[src/hw/rtl/lcdpt_pkg.sv]
// Shared definitions for the page-mode LCD transpose streamer:
// item kinds, controller command bytes and parameter defaults.
// No dependencies.
package lcdpt_pkg;

    // Parameter defaults
    localparam int DEF_BYTES_PER_LINE = 16;
    localparam int DEF_PAGES          = 8;

    // Field widths
    localparam int KIND_W  = 2;
    localparam int VALUE_W = 8;
    localparam int PAGE_W  = 3;
    localparam int BYTE_W  = 8;
    // Page address nibble in the page command
    localparam int PADDR_W = 4;

    // Item kinds
    localparam logic [KIND_W-1:0] KIND_PIXELS   = 2'd0;
    localparam logic [KIND_W-1:0] KIND_CONTRAST = 2'd1;
    localparam logic [KIND_W-1:0] KIND_INIT     = 2'd2;

    // Controller commands
    localparam logic [BYTE_W-1:0] CMD_PAGE_ADDR = 8'hB0;
    localparam logic [BYTE_W-1:0] CMD_COL_HIGH  = 8'h10;
    localparam logic [BYTE_W-1:0] CMD_COL_LOW   = 8'h04;
    localparam logic [BYTE_W-1:0] CMD_CONTRAST  = 8'h81;
    localparam logic [BYTE_W-1:0] CMD_POWER     = 8'h2F;
    localparam logic [BYTE_W-1:0] CMD_CONTR_VAL = 8'h15;
    localparam logic [BYTE_W-1:0] CMD_BIAS      = 8'hA2;
    localparam logic [BYTE_W-1:0] CMD_SEG_DIR   = 8'hA1;
    localparam logic [BYTE_W-1:0] CMD_COM_DIR   = 8'hC0;
    localparam logic [BYTE_W-1:0] CMD_ALL_OFF   = 8'hA4;
    localparam logic [BYTE_W-1:0] CMD_DISP_ON   = 8'hAF;

    // Controller set-up sequence, eight bytes
    function automatic logic [BYTE_W-1:0] init_cmd(input logic [2:0] idx);
        logic [BYTE_W-1:0] b;
        case (idx)
            3'd0:    b = CMD_POWER;
            3'd1:    b = CMD_CONTRAST;
            3'd2:    b = CMD_CONTR_VAL;
            3'd3:    b = CMD_BIAS;
            3'd4:    b = CMD_SEG_DIR;
            3'd5:    b = CMD_COM_DIR;
            3'd6:    b = CMD_ALL_OFF;
            default: b = CMD_DISP_ON;
        endcase
        return b;
    endfunction

endpackage

[src/hw/rtl/lcd_page_transpose_streamer.sv]
// Top level of the page-mode LCD transpose streamer: sequencer, line store
// and output register. Depends on lcdpt_pkg and lcdpt_ram.
//
//  channel | valid   | ready   | payload
//  --------+---------+---------+-------------------------------
//  input   | i_valid | o_ready | i_kind, i_value, i_page
//  output  | o_valid | i_ready | o_out_byte, o_is_data, o_last
//
// Bytes of lines 0..6 are written to the line store; the first byte of a page
// adds three command transfers. A line-7 byte makes seven line-store reads
// through the single read port, waits in S_WAIT for the registered read, then
// sends eight data transfers. Contrast sends two command bytes, init eight.
// Reset is synchronous and clears control state only; the line store is
// not cleared. Output stalls hold the sequencer on the current byte.
module lcd_page_transpose_streamer #(
    parameter int BYTES_PER_LINE = lcdpt_pkg::DEF_BYTES_PER_LINE,
    parameter int PAGES          = lcdpt_pkg::DEF_PAGES
) (
    input  logic                           i_clk,
    input  logic                           i_rst_n,
    input  logic                           i_valid,
    output logic                           o_ready,
    input  logic [lcdpt_pkg::KIND_W-1:0]   i_kind,
    input  logic [lcdpt_pkg::VALUE_W-1:0]  i_value,
    input  logic [lcdpt_pkg::PAGE_W-1:0]   i_page,
    output logic                           o_valid,
    input  logic                           i_ready,
    output logic [lcdpt_pkg::BYTE_W-1:0]   o_out_byte,
    output logic                           o_is_data,
    output logic                           o_last
);
    import lcdpt_pkg::*;

    localparam int STORE_DEPTH = 7 * BYTES_PER_LINE;
    localparam int AW          = $clog2(STORE_DEPTH);
    localparam int COL_W       = (BYTES_PER_LINE > 1) ? $clog2(BYTES_PER_LINE) : 1;

    typedef enum logic [2:0] {
        S_IDLE,
        S_CMD,
        S_READ,
        S_WAIT,
        S_DATA
    } t_state;

    typedef enum logic [1:0] {
        CS_PAGE,
        CS_CONTRAST,
        CS_INIT
    } t_cmd_sel;

    t_state                 r_state, n_state;
    t_cmd_sel               r_cmd_sel, n_cmd_sel;
    logic [2:0]             r_cnt, n_cnt;
    logic [2:0]             r_cmd_last, n_cmd_last;
    logic [2:0]             r_line, n_line;
    logic [COL_W-1:0]       r_col, n_col;
    logic [AW-1:0]          r_waddr, n_waddr;
    logic [AW-1:0]          r_rd_addr, n_rd_addr;
    logic [PADDR_W-1:0]     r_page, n_page;
    logic [VALUE_W-1:0]     r_value, n_value;
    logic                   r_rd_pend;
    logic [VALUE_W-1:0]     r_lines [7];
    logic                   r_o_valid, n_o_valid;
    logic [BYTE_W-1:0]      r_o_byte, n_o_byte;
    logic                   r_o_is_data, n_o_is_data;
    logic                   r_o_last, n_o_last;

    logic                   accept;
    logic                   out_free;
    logic                   col_last;
    logic                   ram_we;
    logic                   ram_re;
    logic [VALUE_W-1:0]     ram_rdata;
    logic [BYTE_W-1:0]      cmd_byte;
    logic [BYTE_W-1:0]      data_byte;
    logic [PADDR_W-1:0]     page_sat;

    assign o_ready  = (r_state == S_IDLE);
    assign accept   = i_valid && o_ready;
    assign out_free = !r_o_valid || i_ready;
    assign col_last = (r_col == COL_W'(BYTES_PER_LINE - 1));
    assign ram_we   = accept && (i_kind == KIND_PIXELS) && (r_line != 3'd7);
    assign ram_re   = (r_state == S_READ);

    // Line store for lines 0..6 of the current page
    lcdpt_ram #(
        .WIDTH  (VALUE_W),
        .DEPTH  (STORE_DEPTH),
        .ADDR_W (AW)
    ) u_line_store (
        .i_clk   (i_clk),
        .i_we    (ram_we),
        .i_waddr (r_waddr),
        .i_wdata (i_value),
        .i_re    (ram_re),
        .i_raddr (r_rd_addr),
        .o_rdata (ram_rdata)
    );

    // Page number saturated to the last page
    always_comb begin
        if ({2'b00, i_page} >= 5'(PAGES)) begin
            page_sat = PADDR_W'(PAGES - 1);
        end else begin
            page_sat = PADDR_W'(i_page);
        end
    end

    // Command byte for the current sequence step
    always_comb begin
        case (r_cmd_sel)
            CS_PAGE: begin
                case (r_cnt)
                    3'd0:    cmd_byte = CMD_PAGE_ADDR | {4'b0000, r_page};
                    3'd1:    cmd_byte = CMD_COL_HIGH;
                    default: cmd_byte = CMD_COL_LOW;
                endcase
            end
            CS_CONTRAST: begin
                if (r_cnt == 3'd0) begin
                    cmd_byte = CMD_CONTRAST;
                end else begin
                    cmd_byte = {2'b00, r_value[7:2]};
                end
            end
            default: cmd_byte = init_cmd(r_cnt);
        endcase
    end

    // Transposed data byte: bit j is bit r_cnt of line j
    always_comb begin
        for (int j = 0; j < 7; j++) begin
            data_byte[j] = r_lines[j][r_cnt];
        end
        data_byte[7] = r_value[r_cnt];
    end

    // Sequencer next state
    always_comb begin
        n_state     = r_state;
        n_cmd_sel   = r_cmd_sel;
        n_cnt       = r_cnt;
        n_cmd_last  = r_cmd_last;
        n_line      = r_line;
        n_col       = r_col;
        n_waddr     = r_waddr;
        n_rd_addr   = r_rd_addr;
        n_page      = r_page;
        n_value     = r_value;
        n_o_valid   = r_o_valid && !i_ready;
        n_o_byte    = r_o_byte;
        n_o_is_data = r_o_is_data;
        n_o_last    = r_o_last;

        case (r_state)
            S_IDLE: begin
                if (accept) begin
                    n_cnt = 3'd0;
                    case (i_kind)
                        KIND_CONTRAST: begin
                            n_value    = i_value;
                            n_cmd_sel  = CS_CONTRAST;
                            n_cmd_last = 3'd1;
                            n_state    = S_CMD;
                        end
                        KIND_INIT: begin
                            n_cmd_sel  = CS_INIT;
                            n_cmd_last = 3'd7;
                            n_state    = S_CMD;
                        end
                        KIND_PIXELS: begin
                            n_value = i_value;
                            // advance page position
                            if (col_last) begin
                                n_col  = '0;
                                n_line = r_line + 3'd1;
                            end else begin
                                n_col = r_col + COL_W'(1);
                            end
                            if (r_line != 3'd7) begin
                                n_waddr = r_waddr + AW'(1);
                            end else if (col_last) begin
                                n_waddr = '0;
                            end
                            // first byte of a page: page and column commands
                            if (r_line == 3'd0 && r_col == '0) begin
                                n_page     = page_sat;
                                n_cmd_sel  = CS_PAGE;
                                n_cmd_last = 3'd2;
                                n_state    = S_CMD;
                            end else if (r_line == 3'd7) begin
                                n_rd_addr = AW'(r_col);
                                n_state   = S_READ;
                            end
                        end
                        default: begin
                            n_state = S_IDLE;
                        end
                    endcase
                end
            end
            S_CMD: begin
                if (out_free) begin
                    n_o_valid   = 1'b1;
                    n_o_byte    = cmd_byte;
                    n_o_is_data = 1'b0;
                    n_o_last    = (r_cnt == r_cmd_last);
                    n_cnt       = r_cnt + 3'd1;
                    if (r_cnt == r_cmd_last) begin
                        n_state = S_IDLE;
                    end
                end
            end
            S_READ: begin
                n_rd_addr = r_rd_addr + AW'(BYTES_PER_LINE);
                n_cnt     = r_cnt + 3'd1;
                if (r_cnt == 3'd6) begin
                    n_cnt   = 3'd0;
                    n_state = S_WAIT;
                end
            end
            S_WAIT: begin
                n_state = S_DATA;
            end
            S_DATA: begin
                if (out_free) begin
                    n_o_valid   = 1'b1;
                    n_o_byte    = data_byte;
                    n_o_is_data = 1'b1;
                    n_o_last    = (r_cnt == 3'd7);
                    n_cnt       = r_cnt + 3'd1;
                    if (r_cnt == 3'd7) begin
                        n_state = S_IDLE;
                    end
                end
            end
            default: begin
                n_state = S_IDLE;
            end
        endcase
    end

    // State and registered outputs
    always_ff @(posedge i_clk) begin
        if (!i_rst_n) begin
            r_state   <= S_IDLE;
            r_line    <= '0;
            r_col     <= '0;
            r_waddr   <= '0;
            r_rd_pend <= 1'b0;
            r_o_valid <= 1'b0;
        end else begin
            r_state   <= n_state;
            r_line    <= n_line;
            r_col     <= n_col;
            r_waddr   <= n_waddr;
            r_rd_pend <= ram_re;
            r_o_valid <= n_o_valid;
        end
        r_cmd_sel   <= n_cmd_sel;
        r_cnt       <= n_cnt;
        r_cmd_last  <= n_cmd_last;
        r_rd_addr   <= n_rd_addr;
        r_page      <= n_page;
        r_value     <= n_value;
        r_o_byte    <= n_o_byte;
        r_o_is_data <= n_o_is_data;
        r_o_last    <= n_o_last;
    end

    // Column of stored lines, shifted in as reads return
    always_ff @(posedge i_clk) begin
        if (r_rd_pend) begin
            for (int k = 0; k < 6; k++) begin
                r_lines[k] <= r_lines[k + 1];
            end
            r_lines[6] <= ram_rdata;
        end
    end

    assign o_valid    = r_o_valid;
    assign o_out_byte = r_o_byte;
    assign o_is_data  = r_o_is_data;
    assign o_last     = r_o_last;

`ifndef SYNTH
    // Store writes and column reads never overlap
    a_no_wr_during_rd: assert property (@(posedge i_clk) disable iff (!i_rst_n)
        ram_we |-> !ram_re)
        else $error("line store write during column read");

    // Write address stays inside the store while lines 0..6 arrive
    a_waddr_range: assert property (@(posedge i_clk) disable iff (!i_rst_n)
        ram_we |-> (32'(r_waddr) < STORE_DEPTH))
        else $error("line store write address out of range");

    // The last column read has returned before data is emitted
    a_read_done: assert property (@(posedge i_clk) disable iff (!i_rst_n)
        (r_state == S_WAIT) |-> r_rd_pend)
        else $error("data phase entered without pending read");

    // Data bytes only come out while finishing line 7 of a page
    a_data_line: assert property (@(posedge i_clk) disable iff (!i_rst_n)
        (r_state == S_DATA) |-> (r_line == 3'd7 || (r_line == 3'd0 && r_col == '0)))
        else $error("data phase outside line 7");
`endif

endmodule

[src/hw/rtl/lcdpt_ram.sv]
// Generic single-port-write, single-port-read RAM with registered read.
// No dependencies.
module lcdpt_ram #(
    parameter int WIDTH  = 8,
    parameter int DEPTH  = 112,
    parameter int ADDR_W = (DEPTH > 1) ? $clog2(DEPTH) : 1
) (
    input  logic              i_clk,
    input  logic              i_we,
    input  logic [ADDR_W-1:0] i_waddr,
    input  logic [WIDTH-1:0]  i_wdata,
    input  logic              i_re,
    input  logic [ADDR_W-1:0] i_raddr,
    output logic [WIDTH-1:0]  o_rdata
);

    logic [WIDTH-1:0] r_mem [DEPTH];
    logic [WIDTH-1:0] r_rdata;

    // Write port and registered read port
    always_ff @(posedge i_clk) begin
        if (i_we) begin
            r_mem[i_waddr] <= i_wdata;
        end
        if (i_re) begin
            r_rdata <= r_mem[i_raddr];
        end
    end

    assign o_rdata = r_rdata;

endmodule

[config.mk]
export PLATFORM = sky130hd
export DESIGN_NAME = lcd_page_transpose_streamer
export DESIGN_NICKNAME = d
export VERILOG_FILES = /design/src/hw/rtl/lcdpt_pkg.sv /design/src/hw/rtl/lcd_page_transpose_streamer.sv /design/src/hw/rtl/lcdpt_ram.sv
export SDC_FILE = /design/constraint.sdc
export NUM_CORES = 1
export LEC_CHECK = 0
export BUFFER_PORTS_ARGS = -buffer_cell sky130_fd_sc_hd__buf_4
export CAP_MARGIN = 15
export CORE_ASPECT_RATIO = 1.75
export CORE_MARGIN = 2
export CORE_UTILIZATION = 45
export DETAILED_ROUTE_END_ITERATION = 12
export REMOVE_ABC_BUFFERS = 1
export SLEW_MARGIN = 20
export SYNTH_ARGS = -nofsm -noshare
export SYNTH_HDL_FRONTEND = slang
export SYNTH_SLANG_ARGS = --single-unit
[constraint.sdc]
create_clock -name i_clk -period 2.8 [get_ports i_clk]
set_input_delay 0.14 -clock i_clk [delete_from_list [all_inputs] [get_ports i_clk]]
set_output_delay 0.14 -clock i_clk [all_outputs]
set_load 0.01 [all_outputs]
; Yosys cells after proc, flatten, opt, wreduce, memory -nomap -nowiden
; Memory sizes are Yosys's and may differ from the RTL's. A register that Yosys moved wholly into a read port is not among the register bits.
; Index checks and enable logic that the tools add are counted.
; W data, S select, Z words.
[word_totals]
elab_cells = 146
in_bits = 17
mem_bits_rw = 952
output_inout_bits = 12
regBits = 55
n_memories = 2
[op_classes]
order_cmp = 1
n_mux = 61
n_eq_ne = 30
addsub = 5
n_reduce_logical = 32
[mem_list]
columns = name, words, width, read_ports, rd_clocked_by_memory_dff, wr, line
row1 = u_line_store.r_mem, 112, 8, 1, 1, 1, lcdpt_ram.sv:17  ; logic [WIDTH-1:0] r_mem [DEPTH];
row2 = r_lines, 7, 8, 7, 0, 7, lcd_page_transpose_streamer.sv:63  ; logic [VALUE_W-1:0] r_lines [7];
[ops]
columns = op, n
row1 = $pmux W8 S7, 1
row2 = $pmux W8 S2, 3
row3 = $mux W7, 6
row4 = $mux W3, 12
row5 = $bmux W1 S3, 8
row6 = $mux W8, 3
row7 = $eq A3 B3 Y1 const B, 6
row8 = $mux W1, 18
row9 = $pmux W3 S3, 2
row10 = $reduce_and A4 Y1, 4
row11 = $pmux W3 S5, 1
row12 = $pmux W7 S2, 1
row13 = $eq A3 B2 Y1 const B, 4
row14 = $ne A2 B1 Y1 const B, 6
row15 = $reduce_and A3 Y1, 4
row16 = $ne A2 B2 Y1 const B, 5
row17 = $logic_not A3 Y1, 3
row18 = $add A7 B1 Y7 const B, 1
row19 = $add A7 B5 Y7 const B, 1
row20 = $reduce_and A7 Y1, 1
row21 = $add A3 B1 Y3 const B, 2
row22 = $eq A3 B1 Y1 const B, 2
row23 = $pmux W2 S3, 1
row24 = $pmux W3 S2, 1
row25 = other kinds (20), 33

; Longest topological paths before layout
; Gate-level depths: netlist of run 1.
[depth]
depth_word = 6
depth_mapped = 11
ltp_nobuf = 8

; Modules after synthesis
; From an unflattened synthesis of run 1, not the netlist that was laid out.
[unflattened]
cells_unflattened = 2066
hier_area_um2 = 40192.3
[by_module_without_submodules]
columns = mod, cells_each, instances, seq_area_each_um2, area_each_um2
row1 = lcdpt_ram, 1712, 1, 27146.0, 35271.3
row2 = lcd_page_transpose_streamer, 354, 1, 3113.0, 4921.0

; Worst setup path after synthesis of run 1
; OpenSTA, ideal clock, no wires.
[synth_path]
path_kind = register to register
startpoint = register r_state[2]
endpoint = memory u_line_store.r_mem[8][0] (enable)
setup_time_ns = 0.395
t_required_ns = 2.405
arrival_time_ns = 2.433
period_less_slack_ns = 2.828
path_buffers = 2
stages_incl_launch_ff = 8
path_slack_ns = -0.028
path_cell_list = dfxtp_1 > buf_2 > nor3_2 > nand3_1 > nor2_1 > buf_2 > nand3_1 > nor4_1
[synth_between]
elab_chain_len = 6
[synth_lines]
columns = element, line
row1 = "start, declared", lcd_page_transpose_streamer.sv:52  ; t_state r_state, n_state;
row2 = "start signal, assigned", lcd_page_transpose_streamer.sv:254  ; r_state <= n_state;
row3 = $logic_not A3 Y1, lcd_page_transpose_streamer.sv:79  ; assign o_ready = (r_state == S_IDLE);
row4 = net o_ready, lcd_page_transpose_streamer.sv:22  ; output logic o_ready,
row5 = $logic_and A1 B1 Y1, lcd_page_transpose_streamer.sv:80  ; assign accept = i_valid && o_ready;
row6 = $logic_and A1 B1 Y1 (2 in a row), lcd_page_transpose_streamer.sv:83  ; assign ram_we = accept && (i_kind == KIND_PIXELS) && (r_line != 3'd7);
row7 = $mux W1, lcdpt_ram.sv:22  ; if (i_we) begin
row8 = $mux W1 (not written as such), lcdpt_ram.sv:23  ; r_mem[i_waddr] <= i_wdata;
row9 = "end, declared", lcdpt_ram.sv:17
; The timed path passes the listed nets, and every way through them passes these cells.

==> metrics, run 1 <==
Iteration-0 DRC Markers 2055; Max rail drop VDD between 0.3 and 0.4 mV; die area just over 0.09 sq mm; flip-flop and latch count after synthesis slightly above 1000; sequential share of power between 50% and 60%; die span in x between 200 and 250 microns; Yosys top cell area share between 70 and 80%; hold path depth 1; Int Pwr approximately 25 mW; IO buf count 28; Final Non-Filler Cells 3648; DP HPWL 72540 microns; first-pass GRT wire length 150100 microns; row count 144; cells after synthesis about 2100; DRT Pass-1 Iters 6; Post-synth ARST share 0%; Avg Inst Size Synth about 19 sq um; initial antenna violation count 0; Die Span Y 398.9 microns; worst hold margin around 0.038 ns; Worst Path Max Fanout 17; TritonCTS clock tree yes; postcts setup bufs 0; CP arrival 3.16 ns; count of final setup violators 0; largest cells by area after synthesis edfxtp_1 (75%), mux4_2 (9.2%), mux2i_1 (4.3%); vias per inst about 5.8; Max transition margin 26.83%; most used flip-flop cell after synthesis edfxtp_1; antenna cells 0; Ys Warns 0; Synth Cell Area approximately 0.040 sq mm; clock share of power around two fifths; Root Buffer clkbuf_16; RSZ-0062 raised after global routing yes; CTS buffer count 86; Comb pwr share 4.1%; Slew Viols, Final 0; drc violations 0; Ports 29; P_leak ~16 nW; Max clock buf depth 3; clk sink count about 1000; max frequency approximately 360 MHz; Final #Nets 2448; pin count of the biggest net entering global routing 89; CTS clk-pin slew, worst paths ~0.070 ns; power per cell area 661.4 mW/mm^2; Final Core Density ~53%; Avg WL per Cell around 28 microns; Reg2Reg Depth 8; Seq/Total Area, Yosys between 70% and 80%; status completed; Final Cycle Share between 90 and 100%; clk_skew ~0.019 ns; core area between 0.08 and 0.09 sq mm; share of cells above drive strength 1 24.64%; Final Hold Vio Count 0; Worst Path Required between 3 and 4 ns; htree depth 3; dpl cells about 3500; WS Path Type reg2reg; CP Capture Type flip-flop; max-cap viol count 0; Least-Margin Pin Slew 1.098 ns; vias in the first global route roughly 22000; Unique masters post-synth 70; area delta synth->final 16.41%; initial core utilization 45.51%; largest area contributor in the netlist edfxtp_1; Hold WC Path Type in2reg; routed via count between 20000 and 25000; Startpoint Class flip-flop; Post-synth EDFFs approximately 1000; Tmin final ~2.8 ns; Total GRT Usage 22.99%; NetSw 6.166 mW; Final ANT Viol Nets 0; Worst-Skew Late Latency between 0.6 and 0.7 ns; Total Wirelength approximately 100000 microns; sw frac approximately 20%; global route overflow 0; final RePlAce weighted congestion slightly above 0.9
-- per-layer routing --
layer  routed length, microns  GRT usage, %  share of wire, %  vias to the layer above
met5                        0             0                 0                        -
li1                         -             -                 -                     9193
met3                     4281         3.093               4.1                      228
met4                     6154         12.98               5.9                        0
met2                    58190         43.98                56                      646
met1                    35190         23.94                34                    11060
-- path summary, 6_finish.rpt --
| check | slack, ns | startpoint | endpoint |
|---|---|---|---|
| min | 0.04 | i_value[5] | u_line_store.r_mem[88][5]$_DFFE_PP_ |
| max reg2reg | 0.03 | r_rd_addr[0]$_DFFE_PP_ | u_line_store.o_rdata[5]$_DFFE_PP_ |
| min reg2reg | 0.45 | r_lines[5][1]$_DFFE_PP_ | r_lines[4][1]$_DFFE_PP_ |
| max | 0.03 | r_rd_addr[0]$_DFFE_PP_ | u_line_store.o_rdata[5]$_DFFE_PP_ |
-- flip-flops by register name, indices dropped and copies added (netlist names), 4 cells and up --
register	count
r_rd_addr	7
u_line_store.r_mem	896
r_col	4
r_lines	56
o_out_byte	8
r_waddr	7
u_line_store.o_rdata	8
r_value	8
-- power groups by stage --
| stage | clock network, mW | registers (mW) | logic [mW] |
|---|---|---|---|
| 6_report | 12.8 | 16.8 | 1.26 |
| 2_1_floorplan | 0 | 17.2 | 0.566 |
| 3_3_place_gp | 0 | 17.1 | 1.22 |
| 3_5_place_dp | 0 | 17.1 | 1.25 |
| 4_1_cts | 13.1 | 16.8 | 1.27 |
| 5_1_grt | 13.6 | 16.8 | 1.35 |
-- cells in the final DEF (no fill, tap or decap), types with 23 or more instances in the layout --
| master | n |
|---|---|
| mux4_2 | 163 |
| clkbuf_16 | 89 |
| o22ai_1 | 24 |
| edfxtp_1 | 995 |
| nor2_1 | 160 |
| mux2i_1 | 173 |
| o21ai_0 | 30 |
| buf_12 | 23 |
| buf_4 | 268 |
| nand3_1 | 35 |
| a21oi_1 | 39 |
| a22oi_1 | 74 |
| nand2_1 | 88 |
-- final cells by class --
type	count	area (sq um)
fillers	6772	41430
flip-flops and latches	1014	30260
multi-input cells	985	9205
repair buffers	305	2649
clock buffers	102	2306
well taps	1168	1461
clock inverters	52	708.2
inverters	22	82.58
-- Yosys cell counts (5+ instances only) --
master,instances
nand2b_1,8
mux2i_1,173
buf_1,6
dfxtp_1,19
a31oi_1,10
nor2_1,160
nor2b_1,10
nor3_1,15
edfxtp_1,995
a21oi_1,39
or3_1,9
a221o_1,6
buf_2,50
a311oi_1,5
ha_1,17
clkbuf_1,48
buf_6,7
mux4_2,163
and2_1,7
nand2_1,88
nand3b_1,8
nand4_1,6
a221oi_1,8
buf_4,6
inv_1,20
o21ai_0,30
nand3_1,35
a211oi_1,8
o22ai_1,25
and3_1,5
a21boi_0,7
a22oi_1,76
-- through the flow --
stage	TNS (ns)	instance area (sq um)	power [mW]	setup slack (ns)
after floorplan	-56.91	39480	17.75	-6.846
after global placement	-0.2907	43480	18.32	-0.2016
after detailed placement	-0.3382	43480	18.35	-0.2726
after CTS	0	46630	31.11	0.005825
after global routing	-0.001577	46670	31.70	-0.0009728
final	0	46670	30.87	0.03468
-- what timing repair did --
action                                  4_1_cts  5_1_grt
hold buffers                                 11        0
gates resized for setup                       5        8
endpoints found under the setup margin        3        5
hold endpoints to repair                     44        0
gates cloned                                  0        0
-- kinds of logic after synthesis --
group,after synthesis,synth area share [%]
AOI/OAI and AO/OA,248,4.263
xor gates and xnor gates,8,0.1747
muxes,339,13.60
DFF,1014,75.47
adders and majority gates,17,0.5305
buffers and inverters,142,1.744
and+or+nand+nor,373,4.219
-- worst max-delay path, stage by stage (launching register included) --
cell      delay [ns]
edfxtp_1        0.41
buf_12          0.24
buf_6           0.28
buf_4           0.23
mux4_2          0.51
a22oi_1         0.34
a21oi_1         0.20
nor2_1          0.16
nand3_1         0.10
Power figures use the tool's default switching activity.
==> run 2, diff against run 1 <==
==> constraint.sdc (replaced) <==
create_clock -name i_clk -period 2.95 [get_ports i_clk]
set_input_delay 0.1475 -clock i_clk [delete_from_list [all_inputs] [get_ports i_clk]]
set_output_delay 0.1475 -clock i_clk [all_outputs]
set_load 0.01 [all_outputs]
==> metrics, run 2 (synthesis results as in run 1) <==
antenna cells 0 (unchanged); htree depth 3 (unchanged); first-pass GRT wire length 152800 microns (+1.8%); global route overflow 0 (unchanged); metal3 WL 4123 microns (-3.7%); Avg WL per Cell 28.76 microns (+1.1%); most frequent cells in the layout edfxtp_1 (995), buf_4 (268), mux2i_1 (173); Max clock buf depth 3 (unchanged); Max transition margin 37.51% (+11 points); Total Wirelength 105400 microns (+1.5%); Metal-1 WL 37600 microns (+6.9%); Critical Path End u_line_store.o_rdata[6]$_DFFE_PP_; final worst slack 0.02460 ns (-0.01008 ns); WL met2 58960 microns (+1.3%); clk_skew 0.02339 ns (+0.004499 ns); Reg-to-Reg Start r_rd_addr[2]$_DFFE_PP_; Max Used Layer met4; Final Cycle Share 99.17% (+0.40 points); total power 29.29 mW (-5.1%); WP depth 9 (+1); Max rail drop VDD 0.3900 mV (+8.7%); Reg2Reg Depth 9 (+1); initial antenna violation count 0 (unchanged); WS Path Type reg2reg; Worst Path Max Fanout 21 (+4); worst reg-to-reg setup slack 0.02 ns (about the same); DRT Pass-1 Iters 5 (-1); area delta synth->final 16.50% (about the same); CTS buffer count 88 (+2.3%); vias per inst 5.811 (+0.32%); Top Registers u_line_store.r_mem (896), r_lines (56); Final Non-Filler Cells 3664 (+0.44%); R2R Path End u_line_store.o_rdata[6]$_DFFE_PP_; dpl cell area 0.04349 sq mm (about the same); TritonCTS clock tree yes; Worst Setup SP r_rd_addr[2]$_DFFE_PP_; Max stage delay cell, worst path nor4_2; Iteration-0 DRC Markers 1917 (-6.7%); worst-path cell chain buf_12 -> inv_1 -> nor2_1 -> buf_12 -> buf_4 -> a22oi_1 -> a21oi_1 -> nor4_2 -> o21ai_1; Worst Path Required 3.36 ns (+0.16 ns); power per cell area 627.1 mW/mm^2 (-5.2%); vias in the first global route 22430 (+1.9%); Hold WC Path Type in2reg; DP Worst Slack -0.07043 ns (+0.2022 ns); RSZ-0062 raised after global routing no; status completed; Total GRT Usage 23.21% (+0.22 points); Die Span Y 398.9 microns (unchanged); drc violations 0 (unchanged); final RePlAce weighted congestion 0.8896 (-2.9%); Worst-Skew Late Latency 0.68 ns (about the same); die area 0.09159 sq mm (unchanged); IO buf count 28 (unchanged); Least-Margin Pin Slew 0.9374 ns (-0.1602 ns); max frequency 341.8 MHz (-5.5%); Critical Path Max Stage Delay 0.44 ns (-0.07 ns); DP HPWL 71740 microns (-1.1%); die span in x 229.6 microns (unchanged); commonest non-fill, non-tap cell in the layout edfxtp_1; max-cap viol count 0 (unchanged); share of cells above drive strength 1 24.88% (+0.24 points); routed via count 21290 (+0.76%); Final Hold Vio Count 0 (unchanged); Tmin final 2.925 ns (+0.1601 ns); Slew Viols, Final 0 (unchanged); max reg flops 896 (unchanged); CP arrival 3.33 ns (+0.17 ns); CP delay by family, top buffers and inverters; fin area 0.04671 sq mm (about the same); P_leak 16.05 nW (+0.17%); row count 144 (unchanged); Final ANT Viol Nets 0 (unchanged); Root Buffer clkbuf_16; dpl cells 3482 (-0.029%); Startpoint Class flip-flop; CP dominant cell by count buf_12; Final #Nets 2456 (+0.33%); core area 0.08810 sq mm (unchanged); pin count of the biggest net entering global routing 106 (+19%); clk sink count 1014 (unchanged); initial core utilization 45.51% (unchanged); worst path buffer plus inverter count 4 (+1); Ports 29 (unchanged); Final Core Density 53.01% (about the same); CP Capture Type flip-flop; count of final setup violators 0 (unchanged); Largest Register u_line_store.r_mem; CTS clk-pin slew, worst paths 0.07 ns (about the same)
## run 2: changes by cell type in the layout (fill, tap and decap cells not counted), sizes merged
| cell | delta |
|---|---|
| bufinv | -5 |
| clkinvlp | +5 |
| dlygate4sd3 | +5 |
| inv | +5 |
| clkbuf | +3 |
| clkinv | +2 |
| buf | +1 |
## run 2: worst min path at each step
stage	slack (ns)	to	depth (start not counted)	start
final	0.03	u_line_store.r_mem[0][2]$_DFFE_PP_	1	i_value[2]
after floorplan	0.25	r_page[0]$_DFFE_PP_	0	i_page[0]
after global routing	0.06	u_line_store.r_mem[0][2]$_DFFE_PP_	1	i_value[2]
after detailed placement	0.33	r_page[2]$_DFFE_PP_	1	i_page[2]
after global placement	0.33	r_page[2]$_DFFE_PP_	1	i_page[2]
after CTS	0.02	u_line_store.r_mem[77][6]$_DFFE_PP_	1	i_value[6]
## run 2: routing by layer
metal / GRT usage (%) / vias up
met5: 0 / -
met4: 10.38 / 0
met3: 2.707 / 192
met2: 44.40 / 667
met1: 25.62 / 11220
li1: - / 9208
## run 2: worst reg2reg max path, cell delays in order, from the launching register on
cell,delay [ns]
edfxtp_1,0.43
buf_12,0.19
inv_1,0.39
nor2_1,0.25
buf_12,0.22
buf_4,0.15
a22oi_1,0.18
a21oi_1,0.28
nor4_2,0.44
o21ai_1,0.14
## run 2: power by group
group          total (mW)  leakage (nW)  internal (mW)  switching (mW)
logic                1.20          5.48          0.445           0.753
registers            15.9          9.11           15.9          0.0641
clock network        12.2          1.46           6.91            5.25
total                29.3          16.1           23.2            6.07
## run 2: repair_timing
action | in CTS | in global routing
buffers inserted | 0 | 2
endpoints found under the setup margin | 1 | 3
endpoints found under the hold margin | 196 | 0
resized for setup | 1 | 1
hold buffers | 16 | 0
## run 2: per-stage QoR
stage	hold WS [ns]	setup TNS [ns]
after global routing	0.05589	0
after CTS	0.01631	0
final	0.03335	0
after detailed placement	0.3314	-0.07043
after global placement	0.3305	-0.08104
after floorplan	0.2464	-53.31
## run 2: cell type report
class                           instances  area (sq um)
Clock buffer                          105          2370
Inverter                               22         82.58
Multi-Input combinational cell        985          9164
Tap cell                             1168          1461
Sequential cell                      1014         30260
Clock inverter                         59         659.4
Timing Repair Buffer                  311          2711
Fill cell                            6860         41400
==> run 3, diff against run 2 <==
--- a/config.mk
+++ b/config.mk
@@ -7,7 +7,6 @@
 export LEC_CHECK = 0
 export BUFFER_PORTS_ARGS = -buffer_cell sky130_fd_sc_hd__buf_4
 export CAP_MARGIN = 15
-export CORE_ASPECT_RATIO = 1.75
 export CORE_MARGIN = 2
 export CORE_UTILIZATION = 45
 export DETAILED_ROUTE_END_ITERATION = 12
==> metrics, run 3 (synthesis results as in run 1) <==
DP Worst Slack -0.03128 ns (+0.03916 ns); DP HPWL 64630 microns (-9.9%); initial core utilization 45.37% (-0.14 points); Max clock buf depth 3 (unchanged); P_leak 16.09 nW (+0.25%); RSZ-0062 raised after global routing no; vias in the first global route 21140 (-5.7%); Final #Nets 2435 (-0.86%); Least-Margin Pin Slew 0.9609 ns (+0.02350 ns); DRT Pass-1 Iters 7 (+2); drc violations 0 (unchanged); IO buf count 28 (unchanged); CP Capture Type flip-flop; WS Path Type reg2reg; Worst Path Max Fanout 20 (-4.8%); most frequent cells in the layout edfxtp_1 (995), buf_4 (235), mux2i_1 (173); Max rail drop VDD 0.4598 mV (+18%); final RePlAce weighted congestion 0.9307 (+4.6%); htree depth 3 (unchanged); final worst slack 0.09108 ns (+0.06649 ns); area delta synth->final 16.84%; commonest non-fill, non-tap cell in the layout edfxtp_1; Slew Viols, Final 0 (unchanged); Final ANT Viol Nets 0 (unchanged); pin count of the biggest net entering global routing 114 (+7.5%); Final Hold Vio Count 0 (unchanged); CP arrival 3.40 ns (+0.07 ns); initial antenna violation count 1 (+1); count of final setup violators 0 (unchanged); Total Wirelength 99860 microns (-5.2%); clk_skew 0.04208 ns (+0.01870 ns); Worst Path Required 3.49 ns (+0.13 ns); Final Core Density 53.01% (about the same); Comb pwr share 3.8% (-0.3 points); power per cell area 643.7 mW/mm^2 (+2.7%); Die Span Y 302.5 microns (-24%); row count 109 (-24%); Worst-Skew Late Latency 0.69 ns (about the same); Total GRT Usage 21.99% (-1.2 points); Hold WC Path Type in2reg; routed via count 21190 (-0.49%); clock share of power 43.4% (+1.9 points); CTS buffer count 103 (+17%); Tmin final 2.859 ns (-0.06649 ns); Avg WL per Cell 27.33 microns (-5.0%); first-pass GRT wire length 144600 microns (-5.4%); sw frac 20.55% (-0.17 points); vias per inst 5.798 (-0.22%); Setup TNS 0 ns (unchanged); clk sink count 1014 (unchanged); NetSw 6.196 mW (+2.1%); Int Pwr 23.96 mW (+3.2%); max-cap viol count 0 (unchanged); max frequency 349.8 MHz (+2.3%); Startpoint Class flip-flop; share of cells above drive strength 1 24.00% (-0.88 points); Final Cycle Share 96.91% (-2.3 points); TritonCTS clock tree yes; Top Registers u_line_store.r_mem (896), r_lines (56); sequential share of power 52.8% (-1.6 points); Largest Register u_line_store.r_mem; max reg flops 896 (unchanged); global route overflow 0 (unchanged); Max transition margin 35.45% (-2.1 points); die span in x 302.5 microns (+32%); Root Buffer clkbuf_16; CTS clk-pin slew, worst paths 0.06 ns (about the same); core area 0.08837 sq mm (+0.31%); status completed; Ports 29 (unchanged); die area 0.09150 sq mm (-0.10%); Iteration-0 DRC Markers 2379 (+24%)
[run 3: changes by cell type in the layout (fill, tap and decap cells not counted), sizes merged, moves of 2 or more]
| cell | before | now |
|---|---|---|
| buf | 295 | 264 |
| clkbuf | 105 | 131 |
| clkinv | 33 | 45 |
| clkinvlp | 10 | 3 |
| dlygate4sd3 | 16 | 11 |
| inv | 25 | 23 |
[run 3: metal layers]
layer / wire, microns / up-vias / part of all wire, % / global-route usage, %
li1: - / 9194 / - / -
met1: 41450 / 11010 / 42 / 30.32
met2: 47870 / 828 / 48 / 35.13
met3: 7338 / 155 / 7.3 / 4.311
met4: 3199 / 2 / 3.2 / 8.034
met5: 13 / - / 0.013 / 0
[run 3: worst max-delay path: stages, from the launching register on]
cell and delay [ns]:
edfxtp_1 0.47, buf_12 0.20, buf_4 0.18, and3b_1 0.26, buf_12 0.19, a22oi_1 0.18, nand2_1 0.17, nor3_1 0.81
nor3_1 0.14, nand3_1 0.10
[run 3: what timing repair did]
item / in CTS / in global routing
gates cloned: 0 / 0
endpoints found under the hold margin: 66 / 26
hold buffers: 10 / 1
buffers inserted: 0 / 2
endpoints found under the setup margin: 1 / 1
resized for setup: 2 / 1
[run 3: power by group through the flow]
stage	combinational, mW	clock [mW]	sequential, mW
final	1.14	13.1	15.9
after global routing	1.23	13.9	15.9
after CTS	1.14	13.3	15.9
after detailed placement	1.13	0	16.2
after global placement	1.11	0	16.2
after floorplan	0.537	0	16.3
[run 3: worst paths after layout]
kind,start,end,slack (ns),cells past startpoint
max,r_rd_addr[0]$_DFFE_PP_,u_line_store.o_rdata[5]$_DFFE_PP_,0.09,9
min,i_value[6],u_line_store.r_mem[54][6]$_DFFE_PP_,0.06,1
max reg2reg,r_rd_addr[0]$_DFFE_PP_,u_line_store.o_rdata[5]$_DFFE_PP_,0.09,9
min reg2reg,r_lines[1][6]$_DFFE_PP_,r_lines[0][6]$_DFFE_PP_,0.44,0
[run 3: layout make-up]
| class | count | area [sq um] |
|---|---|---|
| sequential | 1014 | 30260 |
| inverter | 22 | 82.58 |
| antenna | 1 | 2.502 |
| clock inverter | 61 | 668.1 |
| clock buffer | 131 | 2746 |
| multi-input combinational | 985 | 9158 |
| fill | 6930 | 41530 |
| tap | 1165 | 1458 |
| timing repair buffer | 275 | 2470 |
[run 3: through the flow]
step	area (sq um)	power (mW)	hold slack [ns]	cells
2_1_floorplan	39480	16.84	0.2464	2021
3_3_place_gp	43260	17.34	0.3304	3447
3_5_place_dp	43260	17.37	0.3293	3447
4_1_cts	46780	30.40	0.04706	3649
5_1_grt	46840	31.09	0.07810	3653
6_report	46840	30.16	0.05738	3654
